===== config.mk =====
export PLATFORM = sky130hd
export DESIGN_NAME = hdti_isqrt
export DESIGN_NICKNAME = d
export VERILOG_FILES = /design/src/hdl/assert_macros.svh /design/src/hdl/hdti_pkg.sv /design/src/hdl/hdti_isqrt.sv
export SDC_FILE = /design/constraint.sdc
export NUM_CORES = 1
export LEC_CHECK = 0
export ABC_CLOCK_PERIOD_IN_PS = 4200
export BUFFER_PORTS_ARGS = -buffer_cell sky130_fd_sc_hd__buf_4
export CAP_MARGIN = 40
export CELL_PAD_IN_SITES_DETAIL_PLACEMENT = 1
export CELL_PAD_IN_SITES_GLOBAL_PLACEMENT = 1
export CORE_MARGIN = 2
export CORE_UTILIZATION = 42
export CTS_BUF_LIST = sky130_fd_sc_hd__clkbuf_16
export DETAILED_ROUTE_END_ITERATION = 10
export GPL_TIMING_DRIVEN = 0
export PLACE_DENSITY_LB_ADDON = 0.08
export SLEW_MARGIN = 30
export SYNTH_ARGS = -nofsm -noshare
export SYNTH_HDL_FRONTEND = slang
export SYNTH_SLANG_ARGS = --single-unit
export TNS_END_PERCENT = 100

===== constraint.sdc =====
create_clock -name clk_i -period 4.2 [get_ports clk_i]
set_clock_uncertainty 0.1 [all_clocks]
set_input_delay 0 -clock clk_i [delete_from_list [all_inputs] [get_ports clk_i]]
set_output_delay 0 -clock clk_i [all_outputs]
set_load 0.01 [all_outputs]

===== src/hdl/assert_macros.svh =====
// Assertion helpers shared by the RTL.
`ifndef ASSERT_MACROS_SVH
`define ASSERT_MACROS_SVH

`ifndef SYNTHESIS
`define HDTI_ASSERT_IMP(lbl, clk, rstn, ante, cons) \
  lbl: assert property (@(posedge clk) disable iff (!rstn) (ante) |-> (cons)) \
    else $error("implication check failed");
`define HDTI_ASSERT_NXT(lbl, clk, rstn, ante, cons) \
  lbl: assert property (@(posedge clk) disable iff (!rstn) (ante) |=> (cons)) \
    else $error("next-cycle check failed");
`else
`define HDTI_ASSERT_IMP(lbl, clk, rstn, ante, cons)
`define HDTI_ASSERT_NXT(lbl, clk, rstn, ante, cons)
`endif

`endif


===== src/hdl/hdti_pkg.sv =====
package hdti_pkg;

  localparam int ANGLE_BITS   = 16;
  localparam int VF           = 15;
  localparam int CORDIC_STEPS = 28;
  localparam int WORK_FRAC    = 30;

  localparam int UNIT_W  = VF + 2;
  localparam int SC_XW   = WORK_FRAC + 4;
  localparam int SC_ZW   = 33;
  localparam int VEC_W   = 24;
  localparam int PROD_W  = 2 * VEC_W;
  localparam int AT_XW   = VEC_W + WORK_FRAC - VF + 3;
  localparam int AT_ZW   = 34;
  localparam int SQ_NW   = 2 * VF + 1;
  localparam int SQ_RW   = 2 * VF + 2;
  localparam int SQ_STEPS = VF + 1;

  localparam logic [31:0] CORDIC_GAIN = 32'd652032874;
  localparam logic [31:0] PHASE_QUARTER = 32'h4000_0000;
  localparam logic [31:0] PHASE_HALF    = 32'h8000_0000;

  localparam logic [31:0] ATAN_TAB [CORDIC_STEPS] = '{
    32'h20000000, 32'h12E4051E, 32'h09FB385B, 32'h051111D4, 32'h028B0D43, 32'h0145D7E1,
    32'h00A2F61E, 32'h00517C55, 32'h0028BE53, 32'h00145F2F, 32'h000A2F98, 32'h000517CC,
    32'h00028BE6, 32'h000145F3, 32'h0000A2FA, 32'h0000517D, 32'h000028BE, 32'h0000145F,
    32'h00000A30, 32'h00000518, 32'h0000028C, 32'h00000146, 32'h000000A3, 32'h00000051,
    32'h00000029, 32'h00000014, 32'h0000000A, 32'h00000005
  };

  localparam logic signed [PROD_W-1:0] VROUND = PROD_W'(1) << (VF - 1);

  // Q8.VF product, rounded half up
  function automatic logic signed [VEC_W-1:0] vmul(input logic signed [VEC_W-1:0] a,
                                                   input logic signed [VEC_W-1:0] b);
    logic signed [PROD_W-1:0] p;
    p = a * b + VROUND;
    return VEC_W'(p >>> VF);
  endfunction

endpackage


===== src/hdl/hdti_isqrt.sv =====
module hdti_isqrt (
  input  logic                                 clk_i,
  input  logic                                 en_i,
  input  logic [hdti_pkg::SQ_NW-1:0]           n_i,
  input  logic signed [hdti_pkg::UNIT_W-1:0]   side_i,
  output logic [hdti_pkg::VF:0]                root_o,
  output logic signed [hdti_pkg::UNIT_W-1:0]   side_o
);
  localparam int NW = hdti_pkg::SQ_NW;
  localparam int RW = hdti_pkg::SQ_RW;
  localparam int N  = hdti_pkg::SQ_STEPS;
  localparam int UW = hdti_pkg::UNIT_W;

  logic [NW-1:0]        n_q [N];
  logic [RW-1:0]        r_q [N];
  logic signed [UW-1:0] side_q [N];

  for (genvar k = 0; k < N; k++) begin : g_step
    localparam logic [RW-1:0] BIT = RW'(1) << (2 * (N - 1 - k));
    logic [NW-1:0]        na;
    logic [RW-1:0]        ra, trial;
    logic signed [UW-1:0] sa;
    if (k == 0) begin : g_first
      assign na = n_i;
      assign ra = '0;
      assign sa = side_i;
    end else begin : g_rest
      assign na = n_q[k-1];
      assign ra = r_q[k-1];
      assign sa = side_q[k-1];
    end
    assign trial = ra + BIT;

    always_ff @(posedge clk_i) begin
      if (en_i) begin
        if (RW'(na) >= trial) begin
          n_q[k] <= NW'(RW'(na) - trial);
          r_q[k] <= (ra >> 1) + BIT;
        end else begin
          n_q[k] <= na;
          r_q[k] <= ra >> 1;
        end
        side_q[k] <= sa;
      end
    end
  end

  assign root_o = r_q[N-1][hdti_pkg::VF:0];
  assign side_o = side_q[N-1];
endmodule


==> results of run 1 <==
worst max-delay path, delay by kind of cell, from the launching register on:
| kind | cells | cell delay [ps] |
|---|---|---|
| AND/OR/NAND/NOR | 2 | 730 |
| flip-flops | 1 | 440 |
| AO/OA/AOI/OAI | 3 | 1380 |
| adder cells (fa/ha/maj) | 1 | 390 |
| buffers and inverters | 1 | 370 |
power groups by stage:
stage | combinational (mW) | sequential [mW] | clock [mW]
after detailed placement | 2.82 | 11.4 | 0
after floorplan | 2.02 | 11.2 | 0
after global placement | 2.69 | 11.4 | 0
final | 2.92 | 11.2 | 8.49
after global routing | 3.27 | 11.3 | 9.04
after CTS | 2.93 | 11.3 | 8.73
sequential cells by signal, indices dropped and copies added (netlist names):
| signal | cells |
|---|---|
| n_q | 465 |
| r_q | 136 |
| side_q | 272 |
cells by family (layout without fill, tap and decap cells):
kind of cell,Yosys count,after routing,share of synthesized area (%)
flops,873,873,70.98
mux,22,22,0.6471
fa+ha+maj,149,149,5.068
simple gates,612,612,8.917
compound gates,439,439,7.572
buf+inv,243,611,2.544
xor+xnor,180,180,4.269
cells in the final DEF (no fill, tap or decap), types with 17 or more instances in the layout:
cell type / count
sky130_fd_sc_hd__a21o_1: 43
sky130_fd_sc_hd__a21oi_1: 120
sky130_fd_sc_hd__buf_4: 82
sky130_fd_sc_hd__clkbuf_1: 20
sky130_fd_sc_hd__clkbuf_16: 92
sky130_fd_sc_hd__clkbuf_2: 17
sky130_fd_sc_hd__clkinv_1: 17
sky130_fd_sc_hd__clkinv_2: 19
sky130_fd_sc_hd__dlygate4sd3_1: 96
sky130_fd_sc_hd__edfxtp_1: 873
sky130_fd_sc_hd__ha_1: 148
sky130_fd_sc_hd__inv_1: 197
sky130_fd_sc_hd__nand2_1: 151
sky130_fd_sc_hd__nand2b_1: 29
sky130_fd_sc_hd__nand3_1: 33
sky130_fd_sc_hd__nand4_1: 29
sky130_fd_sc_hd__nor2_1: 118
sky130_fd_sc_hd__nor2b_1: 22
sky130_fd_sc_hd__nor3_1: 57
sky130_fd_sc_hd__nor4_1: 51
sky130_fd_sc_hd__nor4b_1: 20
sky130_fd_sc_hd__o21a_1: 29
sky130_fd_sc_hd__o21ai_0: 131
sky130_fd_sc_hd__or3_1: 20
sky130_fd_sc_hd__xnor2_1: 89
sky130_fd_sc_hd__xor2_1: 91
routing by layer:
metal,vias to the layer above,GRT usage (%),routed length (um)
met5,-,0,0
met1,10440,23.46,35390
met2,377,31.35,39740
met4,0,5.816,2156
met3,138,2.734,3211
li1,10100,-,-
cell type report:
type / instances / share of cell area [%]
Sequential cell: 873 / 60.10
Multi-Input combinational cell: 1402 / 22.41
Clock buffer: 92 / 5.278
Timing Repair Buffer: 197 / 4.526
Tap cell: 1155 / 3.313
Clock inverter: 79 / 2.154
Inverter: 187 / 1.609
Buffer: 56 / 0.6052
path summary, 6_finish.rpt:
kind / cells after the start / startpoint / endpoint
worst max-delay path: 7 / n_q[1][75]$_DFFE_PP_ / n_q[1][112]$_DFFE_PP_
worst min-delay path: 3 / n_i[30] / n_q[0][30]$_DFFE_PP_
worst max register to register: 7 / n_q[1][75]$_DFFE_PP_ / n_q[1][112]$_DFFE_PP_
worst min register to register: 0 / side_q[1][70]$_DFFE_PP_ / side_q[1][87]$_DFFE_PP_
what timing repair did:
action	4_1_cts	5_1_grt
setup buffers	0	0
endpoints found under the hold margin	195	0
hold buffers	96	0
==> out/metrics.csv, run 1 <==
stage,metric,value,unit
global_route,antenna_found_initial,1,
placement,io_buffers,82,
synthesis,synthTopCellsByCount,"sky130_fd_sc_hd__edfxtp_1, sky130_fd_sc_hd__inv_1, sky130_fd_sc_hd__nand2_1",
sta,worst_hold_slack,82.79,ps
floorplanning,starting_density_of_the_core,42.50,%
setup_path,worst_path_largest_cell_delay,720,ps
min_path,min-delay-path-class,in2reg,
synthesis,synth_flop_cell,sky130_fd_sc_hd__edfxtp_1,
layout,layout.filler_cells,8465,
layout,antenna_cells_inserted,0,
sta,final.min_clock_period,3637,ps
synthesis,synth.net_count,2717,
pwr,comb_power_share,12.9,%
synthesis,post_synth_edffs,873,
clock_network,cts.reportedPaths.clkPinSlew,60,ps
routing,detail_route.first_pass.iterations,5,
pwr,share_seq_of_total_power,49.6,%
synthesis,synth.largest_area_cell,sky130_fd_sc_hd__edfxtp_1,
setup_path,worst_setup_path_start_kind,flop,
layout,regArea,0.02622,mm^2
placement,detailed_place_hpwl,57710,um
floorplanning,floorplan.rows,108,
clock_network,ctsLongestPathBuffers,3,
pwr,static-leakage-power,16.21,nW
layout,drive_above_1_share,11.47,%
global_route,overflow,0,
sta,grt_setup_unrepaired,false,
pwr,power.switching,5.711,mW
sta,period_share,86.60,%
setup_path,crit_path_max_fanout,10,
setup_path,cp_cell_sequence,ha_1 > a211oi_1 > nor2_1 > o31ai_1 > nand3_1 > buf_2 > a21oi_1,
synthesis,seq_area_frac_synth,70.98,%
run,max_cap_violations,0,
sta,setup_viol_count_final,0,
placement,gp_congestion,0.8887,
layout,area_growth_syn_to_layout,18.11,%
clock_network,clkLatencyLatePin,670,ps
sta,worstMarginPinSlew,797.2,ps
setup_path,criticalPathCategory,reg2reg,
pwr,vdd.ir_drop.worst,0.3862,mV
clock_network,clock_net_sink_count,873,
synthesis,yosysUniqueCellTypes,90,
sta,max_freq,274.9,MHz
layout,layout.core_utilization,50.20,%
layout,design_area,0.04362,mm^2
synthesis,avgSynthCellArea,14.67,um^2
placement,placement.setup.worst_slack,565.4,ps
layout,post_layout_cell_count,4041,
sta,slew_headroom,46.40,%
floorplanning,fp.dieH,300.5,um
setup_path,worst-endpoint-arrival,3960,ps
run_status,outcome,finished clean,
sta,slew_viol_final,0,
synthesis,post_synthesis_cell_area,0.03693,mm^2
global_route,first_pass_grt_wire_length,127000,um
pwr,p_int,16.93,mW
setup_path,setup.reg_to_reg.worst_slack,560,ps
setup_path,timing.critical_path.slowest_stage_cell,sky130_fd_sc_hd__o31ai_1,
synthesis,seq_cells_post_synth,873,
global_route,global_route.usage.total,18.12,%
synthesis,netlist_instances,2518,
routing,dr_total_vias,21050,
clock_network,ctsResizeCount,0,
sta,hold_violations,0,
clock_network,h-tree-depth,3,
synthesis,yosysMostFrequentCell,sky130_fd_sc_hd__edfxtp_1,
floorplanning,die_w,300.5,um
floorplanning,fp.coreArea,0.08689,mm^2
routing,wl,80490,um
routing,route.antenna.remaining_nets,0,
synthesis,synth_async_sr_flop_share,0,%
pwr,power_density,519.1,mW/mm^2
clock_network,cts_root_buf,sky130_fd_sc_hd__clkbuf_16,
routing,drt-initial-drc-count,1333,
layout,multi_input_area,0.009777,mm^2
pwr,power,22.64,mW
global_route,maximum_number_of_pins_on_one_net_before_global_route_repair,96,
pwr,clockPowerShare,37.5,%
synthesis,synthesis.yosys.warnings,0,
placement,placedInstanceArea,0.03941,mm^2
setup_path,required,4530,ps
floorplanning,fp.dieArea,0.09032,mm^2
routing,remaining_drc_errors,0,
setup_path,worst_setup_path_end_kind,flop,
pwr,power.share.switching,25.22,%
routing,average_via_count_per_standard_cell,5.209,
synthesis,synth_area_leaders,"sky130_fd_sc_hd__edfxtp_1, sky130_fd_sc_hd__ha_1, sky130_fd_sc_hd__xor2_1",
layout,design.final.nets,3008,
global_route,via_count_of_the_first_global_routing_pass,22530,
floorplanning,boundaryPins,83,
sta,setup-tns-final,0,ps
clock_network,cts-buffers-inserted,92,
synthesis,post-synth-top-area-fraction,70.98,%
routing,detail_route.wl_per_cell,19.92,um
clock_network,tritoncts,done,
sta,final.setup.worst_slack,562.7,ps
placement,placed_cells,3773,
Power figures use the tool's default switching activity.
==> run 2, diff against run 1 <==
- RECOVER_POWER: unset -> 100
- TNS_END_PERCENT: 100 -> unset
==> out/metrics.csv, run 2 (synthesized netlist as in run 1, its figures left out) <==
stage,metric,value,unit,change
run_status,outcome,"complete, but fails checks",,was finished clean
run_status,violations,"capacitance limit, slew limit",,
pwr,static-leakage-power,15.93,nW,was 16.21 nW
layout,post_layout_cell_count,4041,,unchanged
placement,detailed_place_hpwl,57710,um,unchanged
routing,detail_route.wl_per_cell,19.94,um,was 19.92 um
clock_network,ctsLongestPathBuffers,3,,unchanged
clock_network,clock_net_sink_count,873,,unchanged
placement,gp_congestion,0.8887,,unchanged
clock_network,cts_setup_buffers,0,,unchanged
clock_network,h-tree-depth,3,,unchanged
clock_network,cts.reportedPaths.clkPinSlew,60,ps,about the same
floorplanning,starting_density_of_the_core,42.50,%,unchanged
pwr,vdd.ir_drop.worst,0.3837,mV,was 0.3862 mV
setup_path,criticalPathCategory,reg2reg,,unchanged
global_route,antenna_found_initial,2,,was 1
clock_network,cts-buffers-inserted,92,,unchanged
setup_path,worst_setup_path_start_kind,flop,,unchanged
pwr,clockPowerShare,37.6,%,was 37.5%
global_route,global_route.usage.total,18.12,%,unchanged
layout,largest_register_ffs,465,,unchanged
clock_network,tritoncts,done,,unchanged
setup_path,crit_path_max_fanout,7,,was 10
clock_network,ctsResizeCount,0,,unchanged
min_path,holdCritStartpoint,n_i[30],,unchanged
setup_path,worst_setup_path_end_kind,flop,,unchanged
placement,placed_cells,3773,,unchanged
clock_network,cts_root_buf,sky130_fd_sc_hd__clkbuf_16,,unchanged
layout,layout.core_utilization,49.77,%,was 50.20%
floorplanning,fp.dieArea,0.09032,mm^2,unchanged
pwr,power.switching,5.698,mW,was 5.711 mW
sta,grt_setup_unrepaired,false,,unchanged
layout,design.final.nets,3008,,unchanged
routing,remaining_drc_errors,0,,unchanged
pwr,comb_power_share,12.7,%,was 12.9%
floorplanning,fp.dieH,300.5,um,unchanged
clock_network,clkLatencyLatePin,680,ps,was 670 ps
sta,slew_headroom,-14.74,%,was 46.40%
routing,average_via_count_per_standard_cell,5.209,,about the same
setup_path,rr_worst_depth,9,,was 7
setup_path,crit_path_start,n_q[1][136]$_DFFE_PP_,,was n_q[1][75]$_DFFE_PP_
pwr,power.share.switching,25.22,%,about the same
layout,antenna_cells_inserted,0,,unchanged
layout,mostFrequentLayoutCell,sky130_fd_sc_hd__edfxtp_1,,unchanged
layout,layout.filler_cells,8528,,was 8465
layout,largest_register,n_q,,unchanged
pwr,p_int,16.89,mW,was 16.93 mW
sta,max_freq,264.4,MHz,was 274.9 MHz
floorplanning,fp.coreArea,0.08689,mm^2,unchanged
setup_path,worst-endpoint-arrival,4060,ps,was 3960 ps
sta,final.min_clock_period,3782,ps,was 3637 ps
global_route,overflow,0,,unchanged
sta,worstMarginPinSlew,1721,ps,was 797.2 ps
layout,regArea,0.02622,mm^2,unchanged
sta,setup_viol_count_final,0,,unchanged
sta,period_share,90.04,%,was 86.60%
sta,hold_violations,0,,unchanged
global_route,via_count_of_the_first_global_routing_pass,22530,,unchanged
setup_path,required,4480,ps,was 4530 ps
global_route,first_pass_grt_wire_length,127000,um,unchanged
layout,multi_input_area,0.009701,mm^2,was 0.009777 mm^2
layout,area_growth_syn_to_layout,17.10,%,was 18.11%
routing,dr_total_vias,21050,,about the same
global_route,maximum_number_of_pins_on_one_net_before_global_route_repair,96,,unchanged
layout,drive_above_1_share,8.766,%,was 11.47%
layout,commonest_cells_after_routing_fill_and_taps_aside,"sky130_fd_sc_hd__edfxtp_1, sky130_fd_sc_hd__inv_1, sky130_fd_sc_hd__nand2_1",,unchanged
min_path,min-delay-path-class,in2reg,,unchanged
floorplanning,floorplan.rows,108,,unchanged
run,max_cap_violations,1,,was 0
routing,wl,80580,um,was 80490 um
sta,slew_viol_final,75,,was 0
min_path,hold_path_depth,3,,unchanged
pwr,share_seq_of_total_power,49.8,%,was 49.6%
setup_path,critical_path.reg2reg.startpoint,n_q[1][136]$_DFFE_PP_,,was n_q[1][75]$_DFFE_PP_
floorplanning,die_w,300.5,um,unchanged
routing,route.antenna.remaining_nets,0,,unchanged
pwr,power_density,522.4,mW/mm^2,was 519.1 mW/mm^2
routing,drt-initial-drc-count,1299,,was 1333
layout,reg.largest.list,"n_q (465), side_q (272), r_q (136)",,unchanged
sta,worst_hold_slack,85.49,ps,was 82.79 ps
floorplanning,boundaryPins,83,,unchanged
placement,io_buffers,82,,unchanged
routing,detail_route.first_pass.iterations,5,,unchanged
## run 2: changes by cell type in the layout (fill, tap and decap cells not counted), sizes merged
| cell | previous run | this run |
|---|---|---|
| buf | 118 | 20 |
| clkbuf | 131 | 229 |
## run 2: repair_timing
action / in CTS / in global routing
endpoints found under the hold margin: 195 / 0
hold buffers: 96 / 0
endpoints found under the setup margin: 0 / 0
## run 2: path summary, 6_finish.rpt
| check | slack, ps | to |
|---|---|---|
| max | 420 | n_q[1][185]$_DFFE_PP_ |
| min | 90 | n_q[0][30]$_DFFE_PP_ |
| max reg2reg | 420 | n_q[1][185]$_DFFE_PP_ |
| min reg2reg | 300 | side_q[1][117]$_DFFE_PP_ |
## run 2: area by class of cell
class / instances / share of cell area, %
Buffer: 56 / 0.5323
Clock inverter: 79 / 2.173
Sequential cell: 873 / 60.62
Timing Repair Buffer: 197 / 3.961
Multi-Input combinational cell: 1402 / 22.43
Inverter: 187 / 1.623
Clock buffer: 92 / 5.323
Tap cell: 1155 / 3.342
## run 2: worst max-delay path: stages, from the launching register on
cell	delay, ps
sky130_fd_sc_hd__edfxtp_1	410
sky130_fd_sc_hd__ha_1	290
sky130_fd_sc_hd__clkbuf_1	240
sky130_fd_sc_hd__and3_1	270
sky130_fd_sc_hd__nand3_1	240
sky130_fd_sc_hd__a21oi_1	520
sky130_fd_sc_hd__nor3_1	220
sky130_fd_sc_hd__o311ai_1	860
sky130_fd_sc_hd__nor3b_1	160
sky130_fd_sc_hd__xor2_1	190
## run 2: power by group through the flow
stage	clock, mW	sequential (mW)	combinational [mW]
detailed placement	0	11.4	2.82
CTS	8.73	11.3	2.93
floorplan	0	11.2	2.02
global route	9.04	11.3	3.21
finish	8.49	11.2	2.86
global placement	0	11.4	2.69
## run 2: stage by stage
step / instance area, um^2 / worst slack, ps / total power [mW] / setup TNS (ps)
4_1_cts: 43610 / 609.3 / 22.91 / 0
3_3_place_gp: 38990 / -2317 / 14.11 / -1130100
6_report: 43250 / 418.3 / 22.59 / 0
2_1_floorplan: 36930 / 1420 / 13.20 / 0
3_5_place_dp: 39410 / 565.4 / 14.25 / 0
5_1_grt: 43250 / 163.6 / 23.59 / 0
## run 2: per-layer routing
metal | wire (um) | track usage, % | up-vias
li1 | - | - | 10090
met1 | 35630 | 23.46 | 10450
met2 | 39740 | 31.35 | 373
met3 | 3079 | 2.734 | 139
met4 | 2138 | 5.816 | 0
met5 | 0 | 0 | -
==> run 3, diff against run 2 <==
==> constraint.sdc (replaced) <==
create_clock -name clk_i -period 4.2 [get_ports clk_i]
set_clock_uncertainty 0.1 [all_clocks]
set_input_delay 0.63 -clock clk_i [delete_from_list [all_inputs] [get_ports clk_i]]
set_output_delay 0.63 -clock clk_i [all_outputs]
set_load 0.01 [all_outputs]
==> out/metrics.csv, run 3 (synthesized netlist as in run 1, its figures left out) <==
stage,metric,value,unit,change
run_status,outcome,"complete, but fails checks",,unchanged
run_status,violations,"capacitance limit, slew limit",,unchanged
clock_network,ctsHoldBuffers,30,,was 96
sta,slew_viol_final,75,,unchanged
sta,period_share,89.92,%,was 90.04%
routing,detail_route.wl_per_cell,19.83,um,was 19.94 um
placement,io_buffers,82,,unchanged
floorplanning,fp.dieArea,0.09032,mm^2,unchanged
setup_path,required,4470,ps,was 4480 ps
layout,mostFrequentLayoutCell,sky130_fd_sc_hd__edfxtp_1,,unchanged
layout,layout.filler_cells,8576,,was 8528
setup_path,critical_path.top_delay_family,compound AO/OA/AOI/OAI gates,,unchanged
routing,average_via_count_per_standard_cell,5.216,,was 5.209
pwr,power,22.53,mW,was 22.59 mW
floorplanning,boundaryPins,83,,unchanged
global_route,first_pass_grt_wire_length,124600,um,was 127000 um
sta,grt_setup_unrepaired,false,,unchanged
clock_network,cts.reportedPaths.clkPinSlew,60,ps,about the same
setup_path,worst_setup_path_end_kind,flop,,unchanged
routing,remaining_drc_errors,0,,unchanged
floorplanning,die_w,300.5,um,unchanged
sta,hold_violations,0,,unchanged
global_route,overflow,0,,unchanged
clock_network,cts-buffers-inserted,92,,unchanged
setup_path,crit_path_max_fanout,7,,unchanged
layout,area_growth_syn_to_layout,15.31,%,was 17.10%
clock_network,clock_net_sink_count,873,,unchanged
min_path,min-delay-path-class,in2reg,,unchanged
clock_network,ctsResizeCount,0,,unchanged
routing,drt-initial-drc-count,1251,,was 1299
setup_path,worst_setup_path_start_kind,flop,,unchanged
floorplanning,starting_density_of_the_core,42.50,%,unchanged
setup_path,timing.critical_path.slowest_stage_cell,sky130_fd_sc_hd__o311ai_1,,unchanged
routing,detail_route.first_pass.iterations,5,,unchanged
clock_network,clkLatencyLatePin,680,ps,about the same
placement,detailed_place_hpwl,57710,um,unchanged
setup_path,worst-endpoint-arrival,4050,ps,was 4060 ps
setup_path,criticalPathCategory,reg2reg,,unchanged
layout,largest_register_ffs,465,,unchanged
sta,setup_viol_count_final,0,,unchanged
floorplanning,fp.coreArea,0.08689,mm^2,unchanged
global_route,antenna_found_initial,1,,was 2
setup_path,cp.buffers_inverters,1,,unchanged
global_route,maximum_number_of_pins_on_one_net_before_global_route_repair,96,,unchanged
clock_network,h-tree-depth,3,,unchanged
clock_network,cts_setup_buffers,0,,unchanged
pwr,vdd.ir_drop.worst,0.3753,mV,was 0.3837 mV
sta,worstMarginPinSlew,1691,ps,was 1721 ps
layout,drive_above_1_share,8.972,%,was 8.766%
clock_network,cts_root_buf,sky130_fd_sc_hd__clkbuf_16,,unchanged
run,max_cap_violations,1,,unchanged
global_route,global_route.usage.total,17.75,%,was 18.12%
layout,antenna_cells_inserted,0,,unchanged
sta,max_freq,264.8,MHz,was 264.4 MHz
layout,layout.core_utilization,49.01,%,was 49.77%
routing,dr_total_vias,20730,,was 21.05k
pwr,power_density,529.0,mW/mm^2,was 522.4 mW/mm^2
layout,commonest_cells_after_routing_fill_and_taps_aside,"sky130_fd_sc_hd__edfxtp_1, sky130_fd_sc_hd__inv_1, sky130_fd_sc_hd__nand2_1",,unchanged
sta,worst_hold_slack,70.52,ps,was 85.49 ps
sta,setup-tns-final,0,ps,unchanged
floorplanning,floorplan.rows,108,,unchanged
clock_network,tritoncts,done,,unchanged
clock_network,ctsLongestPathBuffers,3,,unchanged
sta,final.min_clock_period,3777,ps,was 3782 ps
pwr,static-leakage-power,15.65,nW,was 15.93 nW
layout,largest_register,n_q,,unchanged
layout,reg.largest.list,"n_q (465), side_q (272), r_q (136)",,unchanged
placement,gp_congestion,0.8887,,unchanged
layout,design.final.nets,2942,,was 3008
setup_path,cp_cell_sequence,ha_1 > clkbuf_1 > and3_1 > nand3_1 > a21oi_1 > nor3_1 > o311ai_1 > nor3b_1 > xor2_1,,unchanged
setup_path,worst_path_largest_cell_delay,840,ps,was 860 ps
floorplanning,fp.dieH,300.5,um,unchanged
routing,wl,78820,um,was 80580 um
global_route,via_count_of_the_first_global_routing_pass,22080,,was 22.53k
routing,route.antenna.remaining_nets,0,,unchanged
sta,slew_headroom,-12.76,%,was -14.74%
-- run 3: cell count changes in the layout (fill, tap and decap cells not counted), sizes merged --
| cell | change |
|---|---|
| buf | -1 |
| dlygate4sd3 | -66 |
| clkbuf | +1 |
-- run 3: power by group --
group          leakage (nW)  switching, mW  internal, mW
Sequential             8.42          0.564          10.7
Combinational          5.64           1.66          1.14
Clock                  1.60           3.45          5.04
-- run 3: worst reg2reg max path, cell delays in order (launching register included) --
cell                       delay [ps]
sky130_fd_sc_hd__edfxtp_1         410
sky130_fd_sc_hd__ha_1             290
sky130_fd_sc_hd__clkbuf_1         240
sky130_fd_sc_hd__and3_1           280
sky130_fd_sc_hd__nand3_1          240
sky130_fd_sc_hd__a21oi_1          530
sky130_fd_sc_hd__nor3_1           230
sky130_fd_sc_hd__o311ai_1         840
sky130_fd_sc_hd__nor3b_1          160
sky130_fd_sc_hd__xor2_1           190
-- run 3: per-layer routing --
metal  vias to the layer above  wire, um  track usage [%]
met1                     10260     35120            23.36
met2                       378     38540            30.31
met5                         -         0                0
li1                       9965         -                -
met3                       131      3155            2.727
met4                         0      1995            5.544
-- run 3: path summary, 6_finish.rpt --
kind / start / endpoint / slack (ps) / cells past startpoint
max: n_q[1][136]$_DFFE_PP_ / n_q[1][185]$_DFFE_PP_ / 420 / 9
min: n_i[7] / n_q[0][7]$_DFFE_PP_ / 70 / 1
max reg2reg: n_q[1][136]$_DFFE_PP_ / n_q[1][185]$_DFFE_PP_ / 420 / 9
min reg2reg: side_q[1][100]$_DFFE_PP_ / side_q[1][117]$_DFFE_PP_ / 310 / 0
-- run 3: cell type report --
cell class | count | area [um^2] | share of cell area, %
multi-input cells | 1402 | 9701 | 22.78
repair buffers | 131 | 1052 | 2.471
clock inverters | 79 | 939.7 | 2.206
flip-flops and latches | 873 | 26220 | 61.56
plain buffers | 56 | 230.2 | 0.5406
well taps | 1155 | 1445 | 3.393
inverters | 187 | 701.9 | 1.648
clock buffers | 92 | 2302 | 5.406
-- run 3: through the flow --
step / instances / worst slack (ps) / instance area [um^2]
floorplan: 2518 / 1249 / 36930
global placement: 3755 / -2947 / 38990
detailed placement: 3773 / -64.61 / 39410
CTS: 3974 / 603.0 / 42950
global route: 3975 / 163.9 / 42590
finish: 3975 / 423.4 / 42590
